## config.mk

```make
export PLATFORM = sky130hd
export DESIGN_NAME = modbus_rtu_read_holding_slave_unit
export DESIGN_NICKNAME = d
export VERILOG_FILES = /design/src/hdl/mrhs_pkg.sv /design/src/hdl/mrhs_crc_serial.sv /design/src/hdl/mrhs_reg_table.sv /design/src/hdl/modbus_rtu_read_holding_slave_unit.sv
export SDC_FILE = /design/constraint.sdc
export NUM_CORES = 1
export LEC_CHECK = 0
export ABC_CLOCK_PERIOD_IN_PS = 6100
export BUFFER_PORTS_ARGS = -buffer_cell sky130_fd_sc_hd__buf_2
export CORE_MARGIN = 3
export CORE_UTILIZATION = 35
export DETAILED_ROUTE_END_ITERATION = 8
export HOLD_SLACK_MARGIN = 0.1
export MAX_ROUTING_LAYER = met4
export PLACE_DENSITY = 0.49
export RECOVER_POWER = 50
export SLEW_MARGIN = 20
export SYNTH_ARGS = -nofsm -noshare
export SYNTH_HDL_FRONTEND = slang
export SYNTH_SLANG_ARGS = --single-unit
export TNS_END_PERCENT = 50
```

## constraint.sdc

```tcl
create_clock -name clock -period 6.1 [get_ports clock]
set_clock_uncertainty 0.15 [all_clocks]
set_input_delay 0 -clock clock [delete_from_list [all_inputs] [get_ports clock]]
set_output_delay 0 -clock clock [all_outputs]
set_load 0.01 [all_outputs]
```

## src/hdl/mrhs_pkg.sv

```systemverilog
package mrhs_pkg;

   localparam int REG_COUNT = 16;
   localparam int IDX_W     = (REG_COUNT > 1) ? $clog2(REG_COUNT) : 1;
   localparam int CNT_W     = $clog2(REG_COUNT + 1);

   localparam logic [15:0] CRC_INIT           = 16'hFFFF;
   localparam logic [15:0] CRC_POLY           = 16'hA001;
   localparam logic [7:0]  FUNC_READ_HOLDING  = 8'h03;
   localparam logic [7:0]  SLAVE_ADDR_RESET   = 8'h01;
   localparam logic [15:0] RESET_REG0         = 16'h1234;
   localparam logic [15:0] RESET_REG1         = 16'h4321;

   localparam logic        OP_LINE_BYTE = 1'b0;
   localparam logic        OP_REG_WRITE = 1'b1;

   localparam int          CSR_AW             = 3;
   localparam logic        CSR_IDX_SLAVE_ADDR = 1'b0;

   typedef struct packed {
      logic init;
      logic start;
   } crc_ctl_type;

   function automatic logic [15:0] reg_reset_value(input int idx);
      logic [15:0] v;
      v = 16'h0000;
      if (idx == 0) begin
         v = RESET_REG0;
      end else if (idx == 1) begin
         v = RESET_REG1;
      end
      return v;
   endfunction

endpackage

```

## src/hdl/mrhs_crc_serial.sv

```systemverilog
module mrhs_crc_serial
   import mrhs_pkg::*;
(
   input  logic        clock,
   input  logic        reset,
   input  crc_ctl_type ctl,
   input  logic [7:0]  data_byte,
   output logic        busy,
   output logic [15:0] crc
);

   logic [15:0] crc_ff, crc_in;
   logic [7:0]  sh_ff, sh_in;
   logic [2:0]  cnt_ff, cnt_in;
   logic        busy_ff, busy_in;
   logic        fb;

   // one bit of the byte per cycle, LSB first (reflected CRC-16)
   assign fb = crc_ff[0] ^ sh_ff[0];

   always_comb begin
      crc_in  = crc_ff;
      sh_in   = sh_ff;
      cnt_in  = cnt_ff;
      busy_in = busy_ff;
      if (busy_ff) begin
         crc_in = {1'b0, crc_ff[15:1]} ^ (fb ? CRC_POLY : 16'h0000);
         sh_in  = {1'b0, sh_ff[7:1]};
         cnt_in = cnt_ff + 3'd1;
         if (cnt_ff == 3'd7) begin
            busy_in = 1'b0;
         end
      end
      if (ctl.init) begin
         crc_in = CRC_INIT;
      end
      if (ctl.start) begin
         sh_in   = data_byte;
         cnt_in  = 3'd0;
         busy_in = 1'b1;
      end
   end

   always_ff @(posedge clock) begin
      if (reset) begin
         crc_ff  <= CRC_INIT;
         busy_ff <= 1'b0;
         cnt_ff  <= 3'd0;
      end else begin
         crc_ff  <= crc_in;
         busy_ff <= busy_in;
         cnt_ff  <= cnt_in;
      end
      sh_ff <= sh_in;
   end

   assign busy = busy_ff;
   assign crc  = crc_ff;

endmodule

```

## src/hdl/mrhs_reg_table.sv

```systemverilog
module mrhs_reg_table
   import mrhs_pkg::*;
(
   input  logic             clock,
   input  logic             reset,
   input  logic             wr_en,
   input  logic [IDX_W-1:0] wr_idx,
   input  logic [15:0]      wr_data,
   input  logic [IDX_W-1:0] rd_idx,
   output logic [15:0]      rd_data
);

   logic [15:0] tbl_ff [REG_COUNT];

   always_ff @(posedge clock) begin
      if (reset) begin
         for (int i = 0; i < REG_COUNT; i++) begin
            tbl_ff[i] <= reg_reset_value(i);
         end
      end else if (wr_en) begin
         tbl_ff[wr_idx] <= wr_data;
      end
   end

   assign rd_data = tbl_ff[rd_idx];

endmodule

```

## src/hdl/modbus_rtu_read_holding_slave_unit.sv

```systemverilog
// Modbus RTU slave for read holding registers (function 3). Each request is
// either a received line byte or a local write of one table register. Line
// bytes are hunted for the station address in the slave_address register,
// then eight bytes make a frame whose CRC-16 is checked; a good function-3
// frame with a start address inside the table is answered, a bad one is
// dropped silently. The CRC runs through a shared bit-serial unit, one bit a
// cycle: a frame byte that enters the CRC holds off the next request until the
// unit is done, the two CRC bytes and the local write cause no hold, and the
// last frame byte is followed by the frame check. Each byte of a reply that
// enters the CRC waits for the unit, and any reply byte waits while the
// response side stalls. No request is taken while a reply is being built;
// the last reply byte waits in the output register while the next request
// is already accepted.
module modbus_rtu_read_holding_slave_unit
   import mrhs_pkg::*;
(
   input  logic              clock,
   input  logic              reset,
   input  logic              req_valid,
   output logic              req_stall,
   input  logic              req_op,
   input  logic [7:0]        req_rx_byte,
   input  logic [3:0]        req_reg_index,
   input  logic [15:0]       req_reg_value,
   output logic              rsp_valid,
   input  logic              rsp_stall,
   output logic [7:0]        rsp_tx_byte,
   output logic              rsp_last_byte,
   input  logic              csr_psel,
   input  logic              csr_penable,
   input  logic              csr_pwrite,
   input  logic [CSR_AW-1:0] csr_paddr,
   input  logic [31:0]       csr_pwdata,
   output logic [31:0]       csr_prdata,
   output logic              csr_pready
);

   typedef enum logic [2:0] {
      S_IDLE, S_RX_CRC, S_CHECK, S_SEND, S_SEND_CRC, S_CRC_LO, S_CRC_HI
   } state_type;

   typedef enum logic [2:0] {
      ST_ADDR, ST_CODE, ST_COUNT, ST_HI, ST_LO
   } step_type;

   state_type        state_ff, state_in;
   step_type         step_ff, step_in;
   logic [2:0]       pos_ff, pos_in;
   logic [7:0]       code_ff, code_in;
   logic [15:0]      start_ff, start_in;
   logic [15:0]      count_ff, count_in;
   logic [15:0]      rx_crc_ff, rx_crc_in;
   logic [IDX_W-1:0] rd_idx_ff, rd_idx_in;
   logic [CNT_W-1:0] remaining_ff, remaining_in;
   logic             rsp_valid_ff, rsp_valid_in;
   logic [7:0]       tx_byte_ff, tx_byte_in;
   logic             last_ff, last_in;
   logic [7:0]       slave_addr_ff;

   crc_ctl_type      crc_ctl;
   logic [7:0]       crc_byte;
   logic             crc_busy;
   logic [15:0]      crc_val;

   logic             tbl_wr_en;
   logic [15:0]      tbl_rd_data;

   logic             req_fire;
   logic             out_free;
   logic             csr_wr;
   logic             frame_ok;
   logic [IDX_W-1:0] first_idx;
   logic [16:0]      span_end;
   logic [CNT_W-1:0] size;

   assign req_fire = req_valid && !req_stall;
   assign out_free = !rsp_valid_ff || !rsp_stall;
   assign csr_wr   = csr_psel && csr_penable && csr_pwrite && csr_pready;

   assign frame_ok = (rx_crc_ff == crc_val) && (code_ff == FUNC_READ_HOLDING)
                  && (start_ff >= 16'd1) && (start_ff <= 16'(REG_COUNT));
   assign first_idx = IDX_W'(start_ff - 16'd1);
   assign span_end  = 17'(first_idx) + 17'(count_ff);
   // clip the count to the table end
   assign size = (span_end > 17'(REG_COUNT)) ? (CNT_W'(REG_COUNT) - CNT_W'(first_idx))
                                               : CNT_W'(count_ff);

   assign tbl_wr_en = req_fire && (req_op == OP_REG_WRITE)
                   && (32'(req_reg_index) < 32'(REG_COUNT));

   mrhs_crc_serial u_crc (
      .clock     (clock),
      .reset     (reset),
      .ctl       (crc_ctl),
      .data_byte (crc_byte),
      .busy      (crc_busy),
      .crc       (crc_val)
   );

   mrhs_reg_table u_table (
      .clock   (clock),
      .reset   (reset),
      .wr_en   (tbl_wr_en),
      .wr_idx  (IDX_W'(req_reg_index)),
      .wr_data (req_reg_value),
      .rd_idx  (rd_idx_ff),
      .rd_data (tbl_rd_data)
   );

   always_comb begin
      state_in     = state_ff;
      step_in      = step_ff;
      pos_in       = pos_ff;
      code_in      = code_ff;
      start_in     = start_ff;
      count_in     = count_ff;
      rx_crc_in    = rx_crc_ff;
      rd_idx_in    = rd_idx_ff;
      remaining_in = remaining_ff;
      tx_byte_in   = tx_byte_ff;
      last_in      = last_ff;
      rsp_valid_in = rsp_valid_ff && rsp_stall;
      crc_ctl      = '0;
      crc_byte     = req_rx_byte;

      unique case (state_ff)
         S_IDLE: begin
            if (req_fire && (req_op == OP_LINE_BYTE)
                && !((pos_ff == 3'd0) && (req_rx_byte != slave_addr_ff))) begin
               case (pos_ff)
                  3'd1:    code_in   = req_rx_byte;
                  3'd2:    start_in  = {req_rx_byte, start_ff[7:0]};
                  3'd3:    start_in  = {start_ff[15:8], req_rx_byte};
                  3'd4:    count_in  = {req_rx_byte, count_ff[7:0]};
                  3'd5:    count_in  = {count_ff[15:8], req_rx_byte};
                  3'd6:    rx_crc_in = {rx_crc_ff[15:8], req_rx_byte};
                  3'd7:    rx_crc_in = {req_rx_byte, rx_crc_ff[7:0]};
                  default: ;
               endcase
               pos_in = pos_ff + 3'd1;
               if (pos_ff < 3'd6) begin
                  crc_ctl.start = 1'b1;
                  state_in      = S_RX_CRC;
               end else if (pos_ff == 3'd7) begin
                  state_in = S_CHECK;
               end
            end
         end
         S_RX_CRC: begin
            if (!crc_busy) begin
               state_in = S_IDLE;
            end
         end
         S_CHECK: begin
            crc_ctl.init = 1'b1;
            if (frame_ok) begin
               rd_idx_in    = first_idx;
               remaining_in = size;
               step_in      = ST_ADDR;
               state_in     = S_SEND;
            end else begin
               state_in = S_IDLE;
            end
         end
         S_SEND: begin
            if (out_free) begin
               case (step_ff)
                  ST_ADDR:  crc_byte = slave_addr_ff;
                  ST_CODE:  crc_byte = FUNC_READ_HOLDING;
                  ST_COUNT: crc_byte = 8'({remaining_ff, 1'b0});
                  ST_HI:    crc_byte = tbl_rd_data[15:8];
                  default:  crc_byte = tbl_rd_data[7:0];
               endcase
               tx_byte_in    = crc_byte;
               last_in       = 1'b0;
               rsp_valid_in  = 1'b1;
               crc_ctl.start = 1'b1;
               state_in      = S_SEND_CRC;
            end
         end
         S_SEND_CRC: begin
            if (!crc_busy) begin
               state_in = S_SEND;
               case (step_ff)
                  ST_ADDR: step_in = ST_CODE;
                  ST_CODE: step_in = ST_COUNT;
                  ST_COUNT: begin
                     step_in = ST_HI;
                     if (remaining_ff == '0) begin
                        state_in = S_CRC_LO;
                     end
                  end
                  ST_HI: step_in = ST_LO;
                  default: begin
                     step_in      = ST_HI;
                     rd_idx_in    = rd_idx_ff + IDX_W'(1);
                     remaining_in = remaining_ff - CNT_W'(1);
                     if (remaining_ff == CNT_W'(1)) begin
                        state_in = S_CRC_LO;
                     end
                  end
               endcase
            end
         end
         S_CRC_LO: begin
            if (out_free) begin
               tx_byte_in   = crc_val[7:0];
               last_in      = 1'b0;
               rsp_valid_in = 1'b1;
               state_in     = S_CRC_HI;
            end
         end
         S_CRC_HI: begin
            if (out_free) begin
               tx_byte_in   = crc_val[15:8];
               last_in      = 1'b1;
               rsp_valid_in = 1'b1;
               crc_ctl.init = 1'b1;
               state_in     = S_IDLE;
            end
         end
         default: state_in = S_IDLE;
      endcase
   end

   always_ff @(posedge clock) begin
      if (reset) begin
         state_ff     <= S_IDLE;
         pos_ff       <= 3'd0;
         rsp_valid_ff <= 1'b0;
      end else begin
         state_ff     <= state_in;
         pos_ff       <= pos_in;
         rsp_valid_ff <= rsp_valid_in;
      end
      step_ff      <= step_in;
      code_ff      <= code_in;
      start_ff     <= start_in;
      count_ff     <= count_in;
      rx_crc_ff    <= rx_crc_in;
      rd_idx_ff    <= rd_idx_in;
      remaining_ff <= remaining_in;
      tx_byte_ff   <= tx_byte_in;
      last_ff      <= last_in;
   end

   always_ff @(posedge clock) begin
      if (reset) begin
         slave_addr_ff <= SLAVE_ADDR_RESET;
      end else if (csr_wr && (csr_paddr[2] == CSR_IDX_SLAVE_ADDR)) begin
         slave_addr_ff <= csr_pwdata[7:0];
      end
   end

   assign csr_prdata = (csr_paddr[2] == CSR_IDX_SLAVE_ADDR) ? {24'h000000, slave_addr_ff}
                                                            : 32'h00000000;
   assign csr_pready = 1'b1;

   assign req_stall     = (state_ff != S_IDLE);
   assign rsp_valid     = rsp_valid_ff;
   assign rsp_tx_byte   = tx_byte_ff;
   assign rsp_last_byte = last_ff;

endmodule

```

==> Yosys cells after proc, flatten, opt, wreduce, memory -nomap -nowiden <==
Memory sizes are Yosys's and may differ from the RTL's. A register that Yosys moved wholly into a read port is not among the register bits.
Cells that the tools add are included.
{ "classes": {"n_addsub": 7, "magnitude_cmp": 4, "eq_ne": 31, "n_mux": 64, "n_bitwise": 10, "reduce_logical": 46} }
{ "op_table": {"columns": ["operator", "count"], "rows": [
  ["one-hot mux 16 bit (2 select lines)", 3],
  ["2-to-1 mux 16 bit", 4],
  ["2-to-1 mux 8 bit", 8],
  ["2-to-1 mux 3 bit", 12],
  ["one-hot mux 8 bit (4 select lines)", 1],
  ["AND reduction 4 bit", 8],
  ["equality test 3 bit (second input constant)", 8],
  ["one-hot mux 8 bit (3 select lines)", 1],
  ["one-hot mux 3 bit (7 select lines)", 1],
  ["2-to-1 mux 4 bit", 5],
  ["2-to-1 mux 5 bit", 4],
  ["equality test 3 x 2 -> 1 bit (second input constant)", 6],
  ["adder 4 x 16 -> 17 bit", 1],
  ["> comparator 17 x 5 -> 1 bit (second input constant)", 1],
  ["equality test 16 bit", 1],
  ["greater-or-equal comparator 16 x 1 -> 1 bit (second input constant)", 1],
  ["less-or-equal comparator 16 x 5 -> 1 bit (second input constant)", 1],
  ["2-to-1 mux 1 bit", 16],
  ["!= test 2 bit (second input constant)", 8],
  ["OR reduction 16 bit", 1],
  ["bitwise XOR 15 x 16 -> 16 bit", 1],
  ["logical AND 1 bit", 12],
  ["one-hot mux 3 bit (2 select lines)", 2],
  ["one-hot mux 5 bit (2 select lines)", 1],
  ["other kinds (30)", 55]
]} }
{ "totals": {"ff_bits": 120, "mem_bits_rw": 256, "inputBits": 71, "output_inout_bits": 44, "elab_cells": 183, "n_memories": 1} }
{ "memory_table": {"columns": ["name", "words", "word_bits", "rd", "rd_ports_with_merged_regs", "write_ports", "line", "text"], "rows": [
  ["u_table.tbl_ff", 16, 16, 1, 1, 16, "mrhs_reg_table.sv:13", "logic [15:0] tbl_ff [REG_COUNT];"]
]} }

==> Longest topological paths before layout <==
Gate-level depths: netlist of run 1.
{ "depth": {"depth_word": 9, "ltp_mapped": 13, "depth_no_buf": 12} }

==> Hierarchy <==
Synthesis of run 1 repeated with hierarchy kept, for this count alone.
{ "hier_totals": {"cells_unflattened": 1360, "hier_area_um2": 18121.1} }
{ "modules_own_cells": {"columns": ["module", "n_inst", "cells_per_inst", "area_each_um2", "seq_area_each_um2"], "rows": [
  ["mrhs_reg_table", 1, 724, 11524.8, 7687.4],
  ["modbus_rtu_read_holding_slave_unit", 1, 544, 5480.3, 2612.5],
  ["mrhs_crc_serial", 1, 92, 1116.1, 640.6]
]} }

==> Worst setup path before layout of run 1 <==
Ideal clock, no wire load.
{ "synth_timing": {"path_kind": "register to register", "from": "register start_ff[0]", "to": "register remaining_ff[0] (data pin)", "setup_time_ps": 270, "t_arrival_ps": 3106, "required_time_ps": 5680, "setup_slack_ps": 2574, "path_stages_with_launch": 11, "path_buffers": 0, "synth_period_minus_slack_ps": 3526, "path_cell_list": "edfxtp_1 -> inv_1 -> ha_1 -> fa_1 -> nand3b_2 -> a211oi_2 -> xor2_1 -> a2111o_1 -> nor4_4 -> mux2i_1 -> mux2i_1"} }
{ "synth_via": {"elab_chain_cells": 6, "word_cells_on_any_way": 7, "classes_between": "3 x add/sub; 1 x order compare; 3 x mux"} }
{ "synth_lines": {"columns": ["element", "line", "text"], "rows": [
  ["from (decl)", "modbus_rtu_read_holding_slave_unit.sv:50", "logic [15:0] start_ff, start_in;"],
  ["from (signal assigned)", "modbus_rtu_read_holding_slave_unit.sv:238", "start_ff <= start_in;"],
  ["subtractor 4 x 1 -> 4 bit (*)", "modbus_rtu_read_holding_slave_unit.sv:82", "assign first_idx = IDX_W'(start_ff - 16'd1);"],
  ["adder 4 x 16 -> 17 bit", "modbus_rtu_read_holding_slave_unit.sv:83", "assign span_end = 17'(first_idx) + 17'(count_ff);"],
  ["> comparator 17 x 5 -> 1 bit", "modbus_rtu_read_holding_slave_unit.sv:85", "assign size = (span_end > 17'(REG_COUNT)) ? (CNT_W'(REG_COUNT) - CNT_W'(first_idx))"],
  ["2-to-1 mux 5 bit (*)", "modbus_rtu_read_holding_slave_unit.sv:85", null],
  ["2-to-1 mux 5 bit (*)", "modbus_rtu_read_holding_slave_unit.sv:156", "if (frame_ok) begin"],
  ["one-hot mux 5 bit (2 select lines) (*)", "modbus_rtu_read_holding_slave_unit.sv:126", "unique case (state_ff)"],
  ["via remaining_in[0]", "modbus_rtu_read_holding_slave_unit.sv:54", "logic [CNT_W-1:0] remaining_ff, remaining_in;"],
  ["to (signal assigned)", "modbus_rtu_read_holding_slave_unit.sv:242", "remaining_ff <= remaining_in;"],
  ["to (decl)", "modbus_rtu_read_holding_slave_unit.sv:54", null]
]} }
Mark *: on every way through the listed nets, which the timed path passes. The rest lies on a longest branch. The select of a mux whose other input is x is not followed.
A chain may end at the register's enable or synchronous reset.

==> results.cfg, run 1 <==
[cts]
clock_latency_ps = 570
numCtsBuffers = 43
cts_sinks = 380
post_cts_resized = 0
path_clk_slew_ps = 60
clk_path_buf_depth = 3
htree_num_levels = 2
tritoncts = built
clockRootBuffer = clkbuf_16

[logic_synthesis]
synthArstFlopShare_pct = 0
synth_top_flop_cell = edfxtp_1
synthCells = 1335
synth_top_cell_by_area = edfxtp_1
ys_ff_latch = 380
syn_area_sq_um = 18290
synth_edf_count = 341
ys_seq_area_share_pct = 60.26
synth.area.top_cells = edfxtp_1 (56%), mux4_2 (9.9%), and2_1 (9.3%)
avgSynthCellArea_sq_um = 13.70
yosysWarningCount = 0
synth_top_area_share_pct = 55.99
synth_cell_type_count = 65

[cells_and_area]
layoutNonFillerInstCount = 2165
drive_gt1_share_pct = 15.97
final_common_cell = edfxtp_1
layout_common_cells = edfxtp_1 (341), and2_1 (166), and2_0 (105)
final_nets = 1544
area_growth_pct = 15.97
fin_area_sq_um = 21210

[route]
met3_length_um = 2011
ant_nets = 0
drc = 0
dr_total_vias = 10830
detail_route.vias_per_cell = 5.003
drt_first_pass_iters = 5
drt_iter0_markers = 871
top_layer_used = met4
drt-met1-wl_um = 22230
wl_met2_um = 23180
drt_wl_total_um = 48440
routedWlPerCell_um = 22.37

[timing]
relSlewSlack_pct = 14.00
max_freq_mhz = 238.2
hold_violations = 0
period_minus_slack_ps = 4198
period_share_pct = 68.82
whs_ps = 214.8
worst_pin_slew_ps = 1290
setup_viol = 0
rsz0062_at_grt = no
tns_ps = 0
maxSlewViolCount = 0

[power_and_ir_drop]
powerDensity_nw_per_um2 = 271.5
leakage_nw = 7.343
peakVddDrop_v = 0.0001909
power.total_mw = 5.757

[worst_setup_path]
worst-setup-path-type = reg -> reg
crit_fanout = 18
arrival_ps = 4270
cp-startpoint = state_ff[2]
worstPathRequired_ps = 6170
rr_startpoint = state_ff[2]
cp-end-kind = register
crit_path_start_kind = register

[global_route]
grt_pass1_wl_um = 71750
grt_use_total_pct = 18.39
grt_pass1_vias = 10860
grt_max_degree = 65
antenna_found_initial = 1
grt-ovfl-total = 0

[placed_design]
port_buffers = 63
place_inst = 2015
dpl_cell_area_sq_um = 19190
dp_hpwl_um = 30240
place_congestion = 0.7999

[floorplan]
start_util_pct = 35.50
die-height_um = 234.6
die-area_sq_um = 55030
boundaryPins = 115
core_area_sq_um = 51510
num_rows = 83
die_width_um = 234.6

[worst_hold_path]
min_path_type = in -> out
hold_start = csr_paddr[2]

[run_status]
outcome = finished, final reports clean

[flow_run]
cap_violations = 0
-- power breakdown --
part | internal [mW] | total (mW) | switching (mW) | leakage [nW]
registers | 2.89 | 2.92 | 0.0278 | 3.71
logic | 0.0971 | 0.268 | 0.171 | 2.96
clock network | 1.49 | 2.57 | 1.08 | 0.666
total | 4.47 | 5.76 | 1.28 | 7.34
-- timing repair --
item / CTS / global route
endpoints found under the hold margin: 361 / 0
setup buffers: 0 / 0
hold buffers: 70 / 0
-- cell type report --
| class | count | area [sq um] |
|---|---|---|
| timing repair buffer | 153 | 1089 |
| multi-input combinational | 854 | 6766 |
| clock inverter | 28 | 245.2 |
| clock buffer | 51 | 1157 |
| inverter | 18 | 67.56 |
| tap | 680 | 850.8 |
| sequential | 380 | 11030 |
| antenna | 1 | 2.502 |
| fill | 4813 | 30300 |
-- worst max-delay path, cell delays in order (launching register included) --
cell           delay, ps
dfxtp_1              530
inv_1                340
nand3_1              210
nor3b_1              650
nor2b_1              250
nand2b_1             250
nor3_2               170
dlygate4sd3_1        570
buf_4                240
or2_2                450
-- state kept, by name, indices dropped and copies added, names as in the netlist, named ones only --
| name | count |
|---|---|
| rx_crc_ff | 16 |
| pos_ff | 3 |
| rd_idx_ff | 4 |
| u_crc.crc | 16 |
| u_crc.cnt_ff | 3 |
| rsp_valid | 1 |
| u_crc.sh_ff | 8 |
| remaining_ff | 5 |
| count_ff | 16 |
| start_ff | 16 |
| u_table.tbl_ff | 256 |
| state_ff | 3 |
| u_crc.busy | 1 |
| rsp_tx_byte | 8 |
| step_ff | 3 |
| code_ff | 8 |
| slave_addr_ff | 8 |
| rsp_last_byte | 1 |
-- logic make-up (layout without fill, tap and decap cells) --
family,after synthesis,in the layout,share of synthesized area [%]
simple gates,537,537,16.95
flops,380,380,60.26
buf+inv,124,250,3.202
mux,120,120,12.11
compound gates,103,103,3.613
xor+xnor,46,46,2.203
fa+ha+maj,23,23,1.615
other cells,2,26,0.04107
-- layer usage --
metal | global-route usage (%) | up-vias
li1 | - | 5052
met1 | 25.16 | 5507
met2 | 28.76 | 202
met3 | 3.001 | 70
met4 | 4.658 | 0
met5 | - | -
-- synthesized netlist by cell type, types with 8 or more instances --
| cell | n |
|---|---|
| nand2_1 | 66 |
| and2_1 | 271 |
| or2_2 | 18 |
| o21ai_0 | 16 |
| xnor2_1 | 17 |
| nor2_1 | 50 |
| ha_1 | 22 |
| and3_1 | 10 |
| mux2_2 | 10 |
| nor4_1 | 8 |
| buf_4 | 30 |
| nand3_1 | 17 |
| a22oi_1 | 8 |
| mux2i_1 | 30 |
| edfxtp_1 | 341 |
| dfxtp_1 | 39 |
| xor2_1 | 29 |
| nor3_1 | 14 |
| clkbuf_1 | 65 |
| nand2b_1 | 13 |
| o22ai_1 | 8 |
| or3_1 | 11 |
| inv_1 | 17 |
| mux4_2 | 80 |
| a21oi_1 | 37 |
| nor2b_1 | 28 |
-- final timing paths --
path | endpoint | depth (start not counted) | slack (ps)
setup reg to reg | u_table.tbl_ff[0][12] | 9 | 1900
hold reg to reg | u_crc.cnt_ff[1] | 2 | 360
setup / recovery | u_table.tbl_ff[0][12] | 9 | 1900
hold / removal | csr_prdata[5] | 3 | 210
-- per-stage QoR --
stage	util (%)	setup WS (ps)
final	41.17	1902
after global routing	41.17	1631
after CTS	41.35	1960
after detailed placement	37.26	1973
after global placement	37.26	2041
after floorplan	-	2574
Note: power is estimated with default switching activity, not from simulation.
==> run 2, diff against run 1 <==
Settings changed: ABC_CLOCK_PERIOD_IN_PS 6100 to 4370.
Clock period 6.1 ns to 4.37 ns, I/O delays scaled along.
==> run 2 against run 1 <==
Net effect: critical path depth is 3 higher; highest routed layer unchanged; design area grew 0.24%; first-iteration DRC count shrank 25%.
==> results.cfg, run 2 (same netlist as run 1, synthesis figures left out) <==
[global_route]
grt_max_degree = 36
grt_pass1_wl_um = 71720
grt_use_total_pct = 18.43
grt_pass1_vias = 10850
antenna_found_initial = 6
grt-ovfl-total = 0

[route]
drt_wl_total_um = 49030
drc = 0
drt_iter0_markers = 652
dr_total_vias = 10890
detail_route.vias_per_cell = 5.011
ant_nets = 0
drt_first_pass_iters = 5
routedWlPerCell_um = 22.56

[timing]
setup_viol = 0
hold_violations = 0
relSlewSlack_pct = 3.411
finalWorstSetupSlack_ps = 370.1
worst_pin_slew_ps = 1449
period_share_pct = 91.53
max_freq_mhz = 250.0
period_minus_slack_ps = 4000
rsz0062_at_grt = no
tns_ps = 0
maxSlewViolCount = 0

[worst_setup_path]
arrival_ps = 4140
worst-setup-path-type = reg -> reg
cp-end-kind = register
cpPeakStageDelay_ps = 540
path_cells = inv_1, ha_1, xnor2_1, inv_1, ha_1, nand3b_2, a211oi_2, xor2_1, a2111o_1, nor4_4, mux2i_1, mux2i_1
slowest_stage = nor4_4
crit_fanout = 7
crit_path_start_kind = register
worstPathRequired_ps = 4510

[cts]
cts_hold_buf = 68
clockRootBuffer = clkbuf_16
cts_sinks = 380
tritoncts = built
clk_path_buf_depth = 3
clock_latency_ps = 580
path_clk_slew_ps = 60
post_cts_resized = 0
numCtsBuffers = 43
cts_setup_buffers = 0
htree_num_levels = 2

[worst_hold_path]
min_path_type = in -> out

[cells_and_area]
final_common_cell = edfxtp_1
drive_gt1_share_pct = 15.42
area_growth_pct = 16.25
largest_register = u_table.tbl_ff
final_nets = 1551
largest_reg_flops = 256
layout_common_cells = edfxtp_1 (341), and2_1 (163), and2_0 (108)

[power_and_ir_drop]
peakVddDrop_v = 0.0002537
powerDensity_nw_per_um2 = 378.4
leakage_nw = 7.363

[placed_design]
dp_hpwl_um = 31190
place_congestion = 0.8169
place_ws_ps = 352.7
port_buffers = 63

[floorplan]
start_util_pct = 35.50
die-height_um = 234.6
boundaryPins = 115
die_width_um = 234.6
num_rows = 83
die-area_sq_um = 55030
core_area_sq_um = 51510

[run_status]
outcome = finished, final reports clean

[flow_run]
cap_violations = 0
-- run 2: changes by cell type in the layout (fill, tap and decap cells not counted), sizes merged --
| cell | previous run | this run |
|---|---|---|
| clkbuf | 89 | 102 |
| clkinvlp | 8 | 2 |
| buf | 45 | 50 |
| clkinv | 15 | 13 |
| dlygate4sd3 | 70 | 68 |
| bufinv | 3 | 4 |
| inv | 20 | 19 |
-- run 2: critical path: cells and delay by family, from the launching register on --
family          cells  cell delay (ps)
compound gates      2              640
fa+ha+maj           2              690
simple gates        2              720
flops               1              490
buf+inv             2              280
xor+xnor            2              400
mux                 2              360
-- run 2: report_power, final --
| group | switching, mW | internal (mW) | leakage, nW |
|---|---|---|---|
| clock network | 1.49 | 2.11 | 0.666 |
| registers | 0.0253 | 4.03 | 3.71 |
| logic | 0.254 | 0.136 | 2.98 |
| total | 1.77 | 6.27 | 7.36 |
-- run 2: cell type report --
| cell class | count | area (sq um) |
|---|---|---|
| fill | 4809 | 30250 |
| sequential | 380 | 11030 |
| multi-input combinational | 854 | 6761 |
| clock buffer | 60 | 1160 |
| timing repair buffer | 160 | 1149 |
| tap | 680 | 850.8 |
| clock inverter | 20 | 239.0 |
| inverter | 18 | 67.56 |
| antenna | 1 | 2.502 |
-- run 2: final timing paths --
check / startpoint / cells after the start / endpoint / slack [ps]
max: start_ff[0] / 12 / remaining_ff[1] / 370
min: csr_paddr[2] / 3 / csr_prdata[3] / 210
max reg2reg: start_ff[0] / 12 / remaining_ff[1] / 370
min reg2reg: u_crc.cnt_ff[1] / 2 / u_crc.cnt_ff[1] / 350
-- run 2: per-stage QoR --
stage	hold WS, ps	util, %	total power, mW	std cells	cell area (sq um)
global route	234.4	41.27	8.310	2173	21260
floorplan	-103.6	-	4.336	1358	18370
CTS	191.1	41.48	8.148	2172	21370
global placement	67.62	37.44	4.492	2024	19290
finish	210.3	41.27	8.045	2173	21260
detailed placement	79.63	37.44	4.497	2024	19290
-- run 2: routing by layer --
metal,up-vias,part of all wire (%),global-route usage [%]
met5,-,0,-
met4,0,2.0,4.487
met3,60,3.9,3.122
met2,220,48,28.88
met1,5535,46,25.15
li1,5073,-,-
==> run 3, diff against run 2 <==
Settings changed: MAX_ROUTING_LAYER met4 to default, SYNTH_HIERARCHICAL from default to 1.
==> run 3 against run 2 <==
Net effect: sequential share of layout area up 0.20 points; utilization is 0.17 points higher; routed wire length is 5.0% lower; register-to-register slack improved by 80 ps; flip-flop and latch count is 4 lower; combinational power fell by 22%; cell count up 0.87%; hold slack worse by 1.6 ps; worst setup slack improved by 81 ps; sequential power shrank 1%.
==> results.cfg, run 3 <==
[flow_run]
cap_violations = 0

[placed_design]
place_inst = 2041
port_buffers = 63
dpl_cell_area_sq_um = 19090
place_ws_ps = 439.6
place_congestion = 0.7789
dp_hpwl_um = 29750

[route]
ant_nets = 0
detail_route.vias_per_cell = 4.923
drc = 0
drt_iter0_markers = 658
dr_total_vias = 10790
drt_first_pass_iters = 5
drt_wl_total_um = 46580
routedWlPerCell_um = 21.25

[global_route]
grt-ovfl-total = 0
grt_pass1_vias = 11110
grt_use_total_pct = 17.09
grt_pass1_wl_um = 69530
antenna_found_initial = 0
grt_max_degree = 67

[cells_and_area]
antenna_cells = 0
area_growth_pct = 15.91
largest_reg_flops = 256
final_nets = 1581
final_common_cell = edfxtp_1
largest_register = u_table/tbl_ff
drive_gt1_share_pct = 13.88
layoutNonFillerInstCount = 2192
fin_area_sq_um = 21010
finish.utilization_pct = 41.44
layout_common_cells = edfxtp_1 (341), and2_1 (175), and2_0 (100)

[worst_setup_path]
crit_fanout = 5
cp-end-kind = register
crit_path_start_kind = register
reg2reg_setup_slack_ps = 450
worst-setup-path-type = reg -> reg
worstPathRequired_ps = 4530
arrival_ps = 4080

[timing]
whs_ps = 208.7
setup_viol = 0
finalWorstSetupSlack_ps = 451.5
relSlewSlack_pct = 5.278
rsz0062_at_grt = no
period_share_pct = 89.67
hold_violations = 0
maxSlewViolCount = 0
period_minus_slack_ps = 3918
max_freq_mhz = 255.2
worst_pin_slew_ps = 1421
tns_ps = 0

[power_and_ir_drop]
peakVddDrop_v = 0.0002357
leakage_nw = 7.502
power.total_mw = 7.665
powerDensity_nw_per_um2 = 364.9

[logic_synthesis]
synth_most_common_cell = edfxtp_1
synth_top_area_share_pct = 56.51
synth.area.top_cells = edfxtp_1 (57%), and2_1 (9.5%), mux4_2 (8.0%)
synth_commonest_cells = edfxtp_1 (341), and2_1 (275), nand2_1 (82), mux4_2 (64), clkbuf_1 (62)
syn_area_sq_um = 18120
avgSynthCellArea_sq_um = 13.32
synth_top_cell_by_area = edfxtp_1
synthArstFlopShare_pct = 0
synth_edf_count = 341
synth_top_flop_cell = edfxtp_1
yosysWarningCount = 6
ys_seq_area_share_pct = 60.37
synthCells = 1360
ys_ff_latch = 376
synth_cell_type_count = 69

[floorplan]
num_rows = 82
die-height_um = 233.5
die_width_um = 233.5
die-area_sq_um = 54540
start_util_pct = 35.75
boundaryPins = 115
core_area_sq_um = 50680

[cts]
htree_num_levels = 2
clockRootBuffer = clkbuf_16
post_cts_resized = 0
cts_sinks = 376
clock_latency_ps = 570
numCtsBuffers = 43
tritoncts = built
clk_path_buf_depth = 3
path_clk_slew_ps = 60

[worst_hold_path]
min_path_type = in -> out

[run_status]
outcome = finished, final reports clean
-- run 3: cell count changes in the layout (fill, tap and decap cells not counted), moves of 12 or more --
cell / change
a22oi_1: +29
xor2_1: -20
xnor2_1: +18
mux4_2: -16
nand2_1: +16
nor2_1: -14
and2_1: +12
-- run 3: worst paths after layout --
check,start,to,cells past startpoint
setup / recovery,start_ff[0],remaining_ff[0],10
setup reg to reg,start_ff[0],remaining_ff[0],10
hold / removal,csr_paddr[2],csr_prdata[4],3
hold reg to reg,u_crc/cnt_ff[2],u_crc/cnt_ff[2],2
-- run 3: worst max-delay path, cell delays in order, from the launching register on --
cell and delay, ps:
edfxtp_1 450, inv_1 150, ha_1 410, inv_1 90, ha_1 300, a21oi_1 340, o22a_4 240, mux2_4 300
a2111o_1 420, nor4_4 460, mux2_4 340
-- run 3: logic make-up after synthesis --
kind of cell             synth area share [%]
AND/OR/NAND/NOR                         17.28
flip-flops                              60.37
multiplexers                            9.846
adder cells (fa/ha/maj)                 1.629
other                                 0.04144
AO/OA/AOI/OAI                           5.227
buffers and inverters                   3.480
XOR/XNOR                                2.127
-- run 3: repair_timing --
action / CTS / global route
setup buffers: 0 / 0
endpoints found under the hold margin: 379 / 0
hold buffers: 73 / 0
-- run 3: area by class of cell --
type                            instances  area [sq um]
Tap cell                              672         840.8
Timing Repair Buffer                  166          1201
Inverter                               26         97.59
Sequential cell                       376         10940
Clock buffer                           60          1167
Multi-Input combinational cell        874          6634
Fill cell                            4788         29680
Clock inverter                         18         123.9
-- run 3: layer usage --
metal	wire length (um)	up-vias	track usage (%)
met5	0	-	0
met3	1692	61	2.573
met2	23180	179	29.36
met4	1069	0	5.069
li1	-	5162	-
met1	20640	5389	22.39
-- run 3: where the power goes --
| part | total (mW) | switching [mW] | internal, mW |
|---|---|---|---|
| logic | 0.304 | 0.195 | 0.109 |
| registers | 4.02 | 0.0245 | 3.99 |
| clock network | 3.34 | 1.47 | 1.88 |
